File: config.mk
export PLATFORM = sky130hd
export DESIGN_NAME = csv_line_field_tokenizer_unit
export DESIGN_NICKNAME = d
export VERILOG_FILES = /design/src/csvtok_pkg.sv /design/src/csv_line_field_tokenizer_unit.sv
export SDC_FILE = /design/constraint.sdc
export NUM_CORES = 1
export LEC_CHECK = 0
export ABC_AREA = 1
export BUFFER_PORTS_ARGS = -buffer_cell sky130_fd_sc_hd__clkbuf_2
export CAP_MARGIN = 20
export CORE_MARGIN = 10
export CORE_UTILIZATION = 55
export DETAILED_ROUTE_END_ITERATION = 16
export PLACE_DENSITY = 0.83
export SLEW_MARGIN = 15
export SYNTH_ARGS = -nofsm -noshare
export SYNTH_HDL_FRONTEND = slang
export SYNTH_SLANG_ARGS = --single-unit
File: constraint.sdc
create_clock -name i_clk -period 4.9 [get_ports i_clk]
set_clock_uncertainty 0.2 [all_clocks]
set_input_delay 0.245 -clock i_clk [delete_from_list [all_inputs] [get_ports i_clk]]
set_output_delay 0.245 -clock i_clk [all_outputs]
set_load 0.005 [all_outputs]
File: src/csvtok_pkg.sv
// Shared constants and types for the CSV line field tokenizer.
// No dependencies; imported by csv_line_field_tokenizer_unit and its bench.
package csvtok_pkg;

    // Field widths of the byte stream and of the result
    localparam int BYTE_W  = 8;
    localparam int FNUM_W  = 10;
    localparam int FLEN_W  = 16;

    // Configuration register indexes
    localparam logic CFG_DELIMITER  = 1'b0;
    localparam logic CFG_WS_MODE    = 1'b1;

    // Reset value of the delimiter register (comma)
    localparam logic [BYTE_W-1:0] DELIM_RESET = 8'h2C;

    // Special characters
    localparam logic [BYTE_W-1:0] QUOTE_BYTE = 8'h22;
    localparam logic [BYTE_W-1:0] SPACE_BYTE = 8'h20;
    localparam logic [BYTE_W-1:0] TAB_BYTE   = 8'h09;

    // One result transaction
    typedef struct packed {
        logic [BYTE_W-1:0] out_byte;
        logic              byte_valid;
        logic              field_end;
        logic              line_end;
        logic [FNUM_W-1:0] field_number;
        logic [FLEN_W-1:0] field_length;
    } t_tok_result;

endpackage

File: src/csv_line_field_tokenizer_unit.sv
// CSV line field tokenizer: top level, parser state and result register.
// Depends on csvtok_pkg.
//
// Takes one line byte per transaction on the slave stream (tlast high marks the
// end-of-line transaction, whose data is ignored) and gives at most one result
// per transaction on the master stream. Each transaction is handled in the cycle
// it is accepted: the parser state and the result register update at that edge,
// so the block sustains one byte per clock unless the master side stalls. The
// result register is the only stage; while a result waits, a new transaction
// is still taken in the same cycle the result leaves, and transactions that
// give no result (opening quote, pending quote, extra separators) never
// occupy it. Configuration writes take effect on the next byte.
module csv_line_field_tokenizer_unit
    import csvtok_pkg::*;
#(
    parameter int MAX_FIELDS    = 1024,
    parameter int MAX_FIELD_LEN = 65535
) (
    input  logic        i_clk,
    input  logic        i_rst_n,
    // configuration write port
    input  logic        i_cfg_we,
    input  logic        i_cfg_addr,
    input  logic [7:0]  i_cfg_wdata,
    // slave stream
    input  logic        s_axis_tvalid,
    output logic        s_axis_tready,
    input  logic [7:0]  s_axis_tdata,   // [7:0] line_byte
    input  logic        s_axis_tlast,   // cmd (end of line)
    // master stream
    output logic        m_axis_tvalid,
    input  logic        m_axis_tready,
    output logic [39:0] m_axis_tdata,   // [7:0] out_byte, [17:8] field_number,
                                        // [33:18] field_length, [39:34] zero
    output logic [1:0]  m_axis_tuser,   // [0] byte_valid, [1] field_end
    output logic        m_axis_tlast    // line_end
);

    // Saturation limits
    localparam int FIELD_CAP_I = (MAX_FIELDS - 1 < 1023) ? MAX_FIELDS - 1 : 1023;
    localparam int LEN_CAP_I   = (MAX_FIELD_LEN < 65535) ? MAX_FIELD_LEN : 65535;
    localparam logic [FNUM_W-1:0] FIELD_CAP = FNUM_W'(FIELD_CAP_I);
    localparam logic [FLEN_W-1:0] LEN_CAP   = FLEN_W'(LEN_CAP_I);

    // Configuration
    logic [BYTE_W-1:0] r_delim;
    logic              r_ws_mode;

    // Parser state
    logic              r_inside_quotes, n_inside_quotes;
    logic              r_quote_opened,  n_quote_opened;
    logic              r_quote_pending, n_quote_pending;
    logic              r_field_has,     n_field_has;
    logic [FNUM_W-1:0] r_field_cnt,     n_field_cnt;
    logic [FLEN_W-1:0] r_len_cnt,       n_len_cnt;

    // Result register
    logic              r_out_valid;
    t_tok_result       r_out;
    t_tok_result       n_out;
    logic              n_emit;

    logic              in_acc;
    logic              out_acc;
    logic [BYTE_W-1:0] c;
    logic              is_quote;
    logic              is_sep;
    logic              inq_eff;
    logic [FLEN_W-1:0] len_inc;
    logic [FNUM_W-1:0] fcnt_inc;

    assign out_acc       = r_out_valid && m_axis_tready;
    assign s_axis_tready = !r_out_valid || m_axis_tready;
    assign in_acc        = s_axis_tvalid && s_axis_tready;

    assign c        = s_axis_tdata;
    assign is_quote = (c == QUOTE_BYTE);
    assign is_sep   = (c == SPACE_BYTE) || (c == TAB_BYTE);
    assign inq_eff  = r_quote_pending ? 1'b0 : r_inside_quotes;
    assign len_inc  = (r_len_cnt < LEN_CAP) ? r_len_cnt + 1'b1 : r_len_cnt;
    assign fcnt_inc = (r_field_cnt < FIELD_CAP) ? r_field_cnt + 1'b1 : r_field_cnt;

    // Configuration writes
    always_ff @(posedge i_clk) begin
        if (!i_rst_n) begin
            r_delim   <= DELIM_RESET;
            r_ws_mode <= 1'b0;
        end else if (i_cfg_we) begin
            case (i_cfg_addr)
                CFG_DELIMITER: r_delim   <= i_cfg_wdata;
                CFG_WS_MODE:   r_ws_mode <= i_cfg_wdata[0];
                default:       ;
            endcase
        end
    end

    // Decide the next state and the result for the offered transaction
    always_comb begin
        n_inside_quotes = r_inside_quotes;
        n_quote_opened  = r_quote_opened;
        n_quote_pending = r_quote_pending;
        n_field_has     = r_field_has;
        n_field_cnt     = r_field_cnt;
        n_len_cnt       = r_len_cnt;
        n_emit          = 1'b0;

        n_out.out_byte     = '0;
        n_out.byte_valid   = 1'b0;
        n_out.field_end    = 1'b0;
        n_out.line_end     = 1'b0;
        n_out.field_number = r_field_cnt;
        n_out.field_length = r_len_cnt;

        if (s_axis_tlast) begin
            // end of line: close the last field, clear the line state
            n_emit          = 1'b1;
            n_out.line_end  = 1'b1;
            n_out.field_end = r_ws_mode ? r_field_has : 1'b1;
            n_inside_quotes = 1'b0;
            n_quote_opened  = 1'b0;
            n_quote_pending = 1'b0;
            n_field_has     = 1'b0;
            n_field_cnt     = '0;
            n_len_cnt       = '0;
        end else if (r_ws_mode) begin
            if (is_sep) begin
                if (r_field_has) begin
                    n_emit          = 1'b1;
                    n_out.field_end = 1'b1;
                    n_field_cnt     = fcnt_inc;
                    n_len_cnt       = '0;
                    n_field_has     = 1'b0;
                    n_quote_opened  = 1'b0;
                end
            end else begin
                n_emit             = 1'b1;
                n_out.out_byte     = c;
                n_out.byte_valid   = 1'b1;
                n_out.field_length = len_inc;
                n_len_cnt          = len_inc;
                n_field_has        = 1'b1;
            end
        end else begin
            n_quote_pending = 1'b0;
            n_inside_quotes = inq_eff;
            if (r_quote_pending && is_quote) begin
                // doubled quote: one literal quote, stay inside
                n_inside_quotes    = r_inside_quotes;
                n_emit             = 1'b1;
                n_out.out_byte     = c;
                n_out.byte_valid   = 1'b1;
                n_out.field_length = len_inc;
                n_len_cnt          = len_inc;
                n_field_has        = 1'b1;
            end else if (is_quote && !r_quote_opened && !r_field_has) begin
                // opening quote at the start of an empty field
                n_inside_quotes = 1'b1;
                n_quote_opened  = 1'b1;
            end else if (is_quote && inq_eff) begin
                // hold the quote until the next byte decides
                n_quote_pending = 1'b1;
            end else if (!is_quote && (c == r_delim) && !inq_eff) begin
                n_emit          = 1'b1;
                n_out.field_end = 1'b1;
                n_field_cnt     = fcnt_inc;
                n_len_cnt       = '0;
                n_field_has     = 1'b0;
                n_quote_opened  = 1'b0;
            end else begin
                n_emit             = 1'b1;
                n_out.out_byte     = c;
                n_out.byte_valid   = 1'b1;
                n_out.field_length = len_inc;
                n_len_cnt          = len_inc;
                n_field_has        = 1'b1;
            end
        end
    end

    // Advance the parser state on each accepted transaction
    always_ff @(posedge i_clk) begin
        if (!i_rst_n) begin
            r_inside_quotes <= 1'b0;
            r_quote_opened  <= 1'b0;
            r_quote_pending <= 1'b0;
            r_field_has     <= 1'b0;
            r_field_cnt     <= '0;
            r_len_cnt       <= '0;
        end else if (in_acc) begin
            r_inside_quotes <= n_inside_quotes;
            r_quote_opened  <= n_quote_opened;
            r_quote_pending <= n_quote_pending;
            r_field_has     <= n_field_has;
            r_field_cnt     <= n_field_cnt;
            r_len_cnt       <= n_len_cnt;
        end
    end

    // Result valid flag
    always_ff @(posedge i_clk) begin
        if (!i_rst_n) begin
            r_out_valid <= 1'b0;
        end else if (in_acc && n_emit) begin
            r_out_valid <= 1'b1;
        end else if (out_acc) begin
            r_out_valid <= 1'b0;
        end
    end

    // Result payload
    always_ff @(posedge i_clk) begin
        if (in_acc && n_emit) begin
            r_out <= n_out;
        end
    end

    assign m_axis_tvalid = r_out_valid;
    assign m_axis_tdata  = {6'b0, r_out.field_length, r_out.field_number, r_out.out_byte};
    assign m_axis_tuser  = {r_out.field_end, r_out.byte_valid};
    assign m_axis_tlast  = r_out.line_end;

    // A result never carries both a content byte and a field end
    a_byte_xor_end: assert property (@(posedge i_clk) disable iff (!i_rst_n)
        r_out_valid |-> !(r_out.byte_valid && r_out.field_end))
        else $error("result has both byte_valid and field_end");

    // A content byte always counts at least one byte
    a_byte_len: assert property (@(posedge i_clk) disable iff (!i_rst_n)
        (r_out_valid && r_out.byte_valid) |-> (r_out.field_length != '0))
        else $error("content byte with zero field length");

    // A pending quote only exists inside quotes
    a_pending_inside: assert property (@(posedge i_clk) disable iff (!i_rst_n)
        r_quote_pending |-> r_inside_quotes)
        else $error("quote pending outside quotes");

    // End of line clears the line state
    a_eol_clear: assert property (@(posedge i_clk) disable iff (!i_rst_n)
        (in_acc && s_axis_tlast) |=>
            (r_field_cnt == '0) && (r_len_cnt == '0) && !r_field_has && !r_quote_pending)
        else $error("line state not cleared after end of line");

endmodule

==> results.ini <==
[status]
status = finished, final reports clean

[timing]
min_period_over_period_pct = 51.9
fin_crit_ns = 2.54
rsz0062_at_grt = false
setup_viol = 0
worstMarginPinSlew_ns = 0.524
slew_viol_final = 0
slew_headroom_pct = 65.0
holdWs_ns = 0.0246
tns_ns = 0
hold_violations = 0
fmax_mhz = 394

[critical_path]
cpLargestDelayFamily = simple AND/OR/NAND/NOR gates
worstPathRequired_ns = 4.71
path_max_fanout = 37
slowest_stage = buf_4
max_stage_delay_ns = 0.42
cp_data_arrival_time_ns = 2.35
cp_num_buf_inv = 4
crit_type = register to register
start_kind = register
path_common_cell = inv_1
worstPathCellList = inv_1 > nand2_1 > inv_1 > o211ai_2 > nor2_2 > nor2_4 > nand2_4 > inv_1 > buf_4
end_kind = register

[power_and_ir_drop]
p_per_area_mw_per_mm2 = 284
p_leak_nw = 2.02
ir_drop_v = 0.000190
seqPwrFrac_pct = 52.1
swShare_pct = 25.8
power_switching_w = 0.000353
clkPwrFrac_pct = 37.9
p_int_w = 0.00102
combPwrFrac_pct = 10.0

[synth]
synth_area_mm2 = 0.00419
ys_ff_latch = 77
netlist_instances = 519
synth_area_per_cell_um2 = 8.08
synth_sequential_area_ratio_pct = 45.6
synth_edf_count = 37
synth-adder-area-share_pct = 0.597
synthFlopType = dfxtp_1
synth-xor-area-share_pct = 2.30
ys_types = 36
synth-compound-area-share_pct = 8.71
async_reset_ff_share_pct = 0
synth_top_family_by_area = simple AND/OR/NAND/NOR gates
yosys_warnings = 0
synth-simple-area-share_pct = 33.9
synth.mux.area_fraction_pct = 0

[clock_network]
cts_buffers = 9
cts_resized = 0
root_buffer = clkbuf_8
htreeDepth = 3
clkSinkCount = 77
clk_latency_ns = 0.37
path_clk_slew_ns = 0.08
cts_tree = yes
postCtsHoldBufs = 10
post_cts.repair.setup_buffers = 0
clk_path_buf_depth = 2

[place]
dp_cells = 664
place_area_mm2 = 0.00450
dpl.hpwl_um = 6710
gp_congestion = 0.895
portBuffers = 61

[grt]
grt_usage_pct = 17.3
grt_antenna_before_repair = 0
grt_max_degree = 38
overflow = 0
grt_pass1_wl_um = 16500
first_global_vias = 3619

[final_layout]
insertedDiodeCount = 0
fin_cells = 690
n_fill_cell = 609
finalNetCount = 611
fin_area_mm2 = 0.00481
area_delta_synth_final_pct = 14.8
drive_gt1_share_pct = 22.7

[routing]
detail_route.wl_per_cell_um = 14.2
drt_iter0_markers = 273
routed_wl_um = 9810
ant_nets = 0
avgViaCountPerCell = 5.33
dr.pass1.iters = 5
drc = 0
num_vias = 3678

[hold_path]
min_path_type = input port to register

[die]
start_util_pct = 57.2
die_area_mm2 = 0.0115
fp.dieW_um = 107
die_h_um = 107
pin_count = 68
core_area_mm2 = 0.00733
row_count = 31

[flow_run]
drv_cap = 0

## synth_stat cells (all sizes together) (4+ instances only)
cell / number / share of area (%)
xnor2: 4 / 0.84
nand3: 32 / 5.9
inv: 54 / 4.9
buf: 18 / 3.3
xor2: 7 / 1.5
edfxtp: 37 / 26
nand4: 35 / 5.2
o21ai: 27 / 4.0
dfxtp: 40 / 19
a21oi: 34 / 4.1
nand2: 148 / 14
nor3: 4 / 0.75
nor2: 65 / 7.2
## registers in the layout, summed over array words and instances, names as in the netlist
name / count
r_len_cnt: 16
m_axis_tvalid: 1
r_field_has: 1
r_delim: 8
r_ws_mode: 1
r_field_cnt: 10
m_axis_tuser: 2
m_axis_tlast: 1
m_axis_tdata: 34
r_inside_quotes: 1
r_quote_pending: 1
r_quote_opened: 1
## cell type report
class                      instances  area [um^2]  share of cell area [%]
sequential                        77         1910                    39.7
tap                               99          124                    2.57
multi-input combinational        369         1930                    40.1
timing repair buffer              72          413                    8.58
inverter                          57          218                    4.52
clock inverter                     5         65.1                    1.35
clock buffer                      11          151                    3.15
## stage by stage
stage | worst slack (ns) | util [%] | power (W)
after CTS | 2.37 | 65.7 | 0.00137
after detailed placement | 2.42 | 61.3 | 0.000858
after floorplan | 2.44 | - | 0.000816
after global routing | 2.14 | 65.7 | 0.00142
final | 2.36 | 65.7 | 0.00137
after global placement | 2.49 | 61.3 | 0.000855
## placed cells by master, fill, tap and decap left out, types with 6 or more instances in the layout
| master | instances |
|---|---|
| clkbuf_8 | 11 |
| o21ai_2 | 9 |
| o21ai_0 | 15 |
| xor2_1 | 7 |
| inv_1 | 46 |
| a21oi_1 | 34 |
| nor2_1 | 52 |
| nand2_2 | 10 |
| dlygate4sd3_1 | 10 |
| conb_1 | 6 |
| nor2_2 | 8 |
| nand4_1 | 35 |
| nand2_1 | 136 |
| dfxtp_1 | 40 |
| inv_2 | 7 |
| nand3_1 | 22 |
| edfxtp_1 | 37 |
| clkbuf_2 | 61 |
## cell families after synthesis
family / Yosys count
AND/OR/NAND/NOR: 286
buffers and inverters: 78
flip-flops: 77
AO/OA/AOI/OAI: 64
XOR/XNOR: 11
adder cells (fa/ha/maj): 2
other: 1
## final timing paths
kind                                                    from                    endpoint  slack (ns)  cells after the start
worst max-delay path            r_quote_pending$_SDFFE_PN0P_  m_axis_tdata[31]$_DFFE_PP_        2.36                      9
worst min-delay path                           m_axis_tready  m_axis_tvalid$_SDFFE_PN0P_        0.02                      4
worst max register to register  r_quote_pending$_SDFFE_PN0P_  m_axis_tdata[31]$_DFFE_PP_        2.36                      9
worst min register to register       r_delim[1]$_SDFFE_PN0P_     r_delim[1]$_SDFFE_PN0P_        0.27                      2
## worst reg2reg max path: stages (launching register included)
cell and delay [ns]:
dfxtp_1 0.35, inv_1 0.06, nand2_1 0.08, inv_1 0.08
o211ai_2 0.17, nor2_2 0.07, nor2_4 0.39, nand2_4 0.25
inv_1 0.10, buf_4 0.42
## routing by layer
layer | track usage [%] | wire length [um] | vias to the layer above
met5 | 0 | 0 | -
met4 | 7.93 | 202 | 0
met3 | 4.19 | 695 | 19
met2 | 28.6 | 4660 | 149
met1 | 20.9 | 4250 | 1672
li1 | - | - | 1838
## power groups by stage
stage	clock, W	combinational [W]	sequential [W]
5_1_grt	0.000549	0.000156	0.000716
4_1_cts	0.000523	0.000138	0.000713
6_report	0.000518	0.000137	0.000713
3_3_place_gp	0	0.000128	0.000727
3_5_place_dp	0	0.000131	0.000728
2_1_floorplan	0	0.0000876	0.000728
Note: power is estimated with default switching activity, not from simulation.
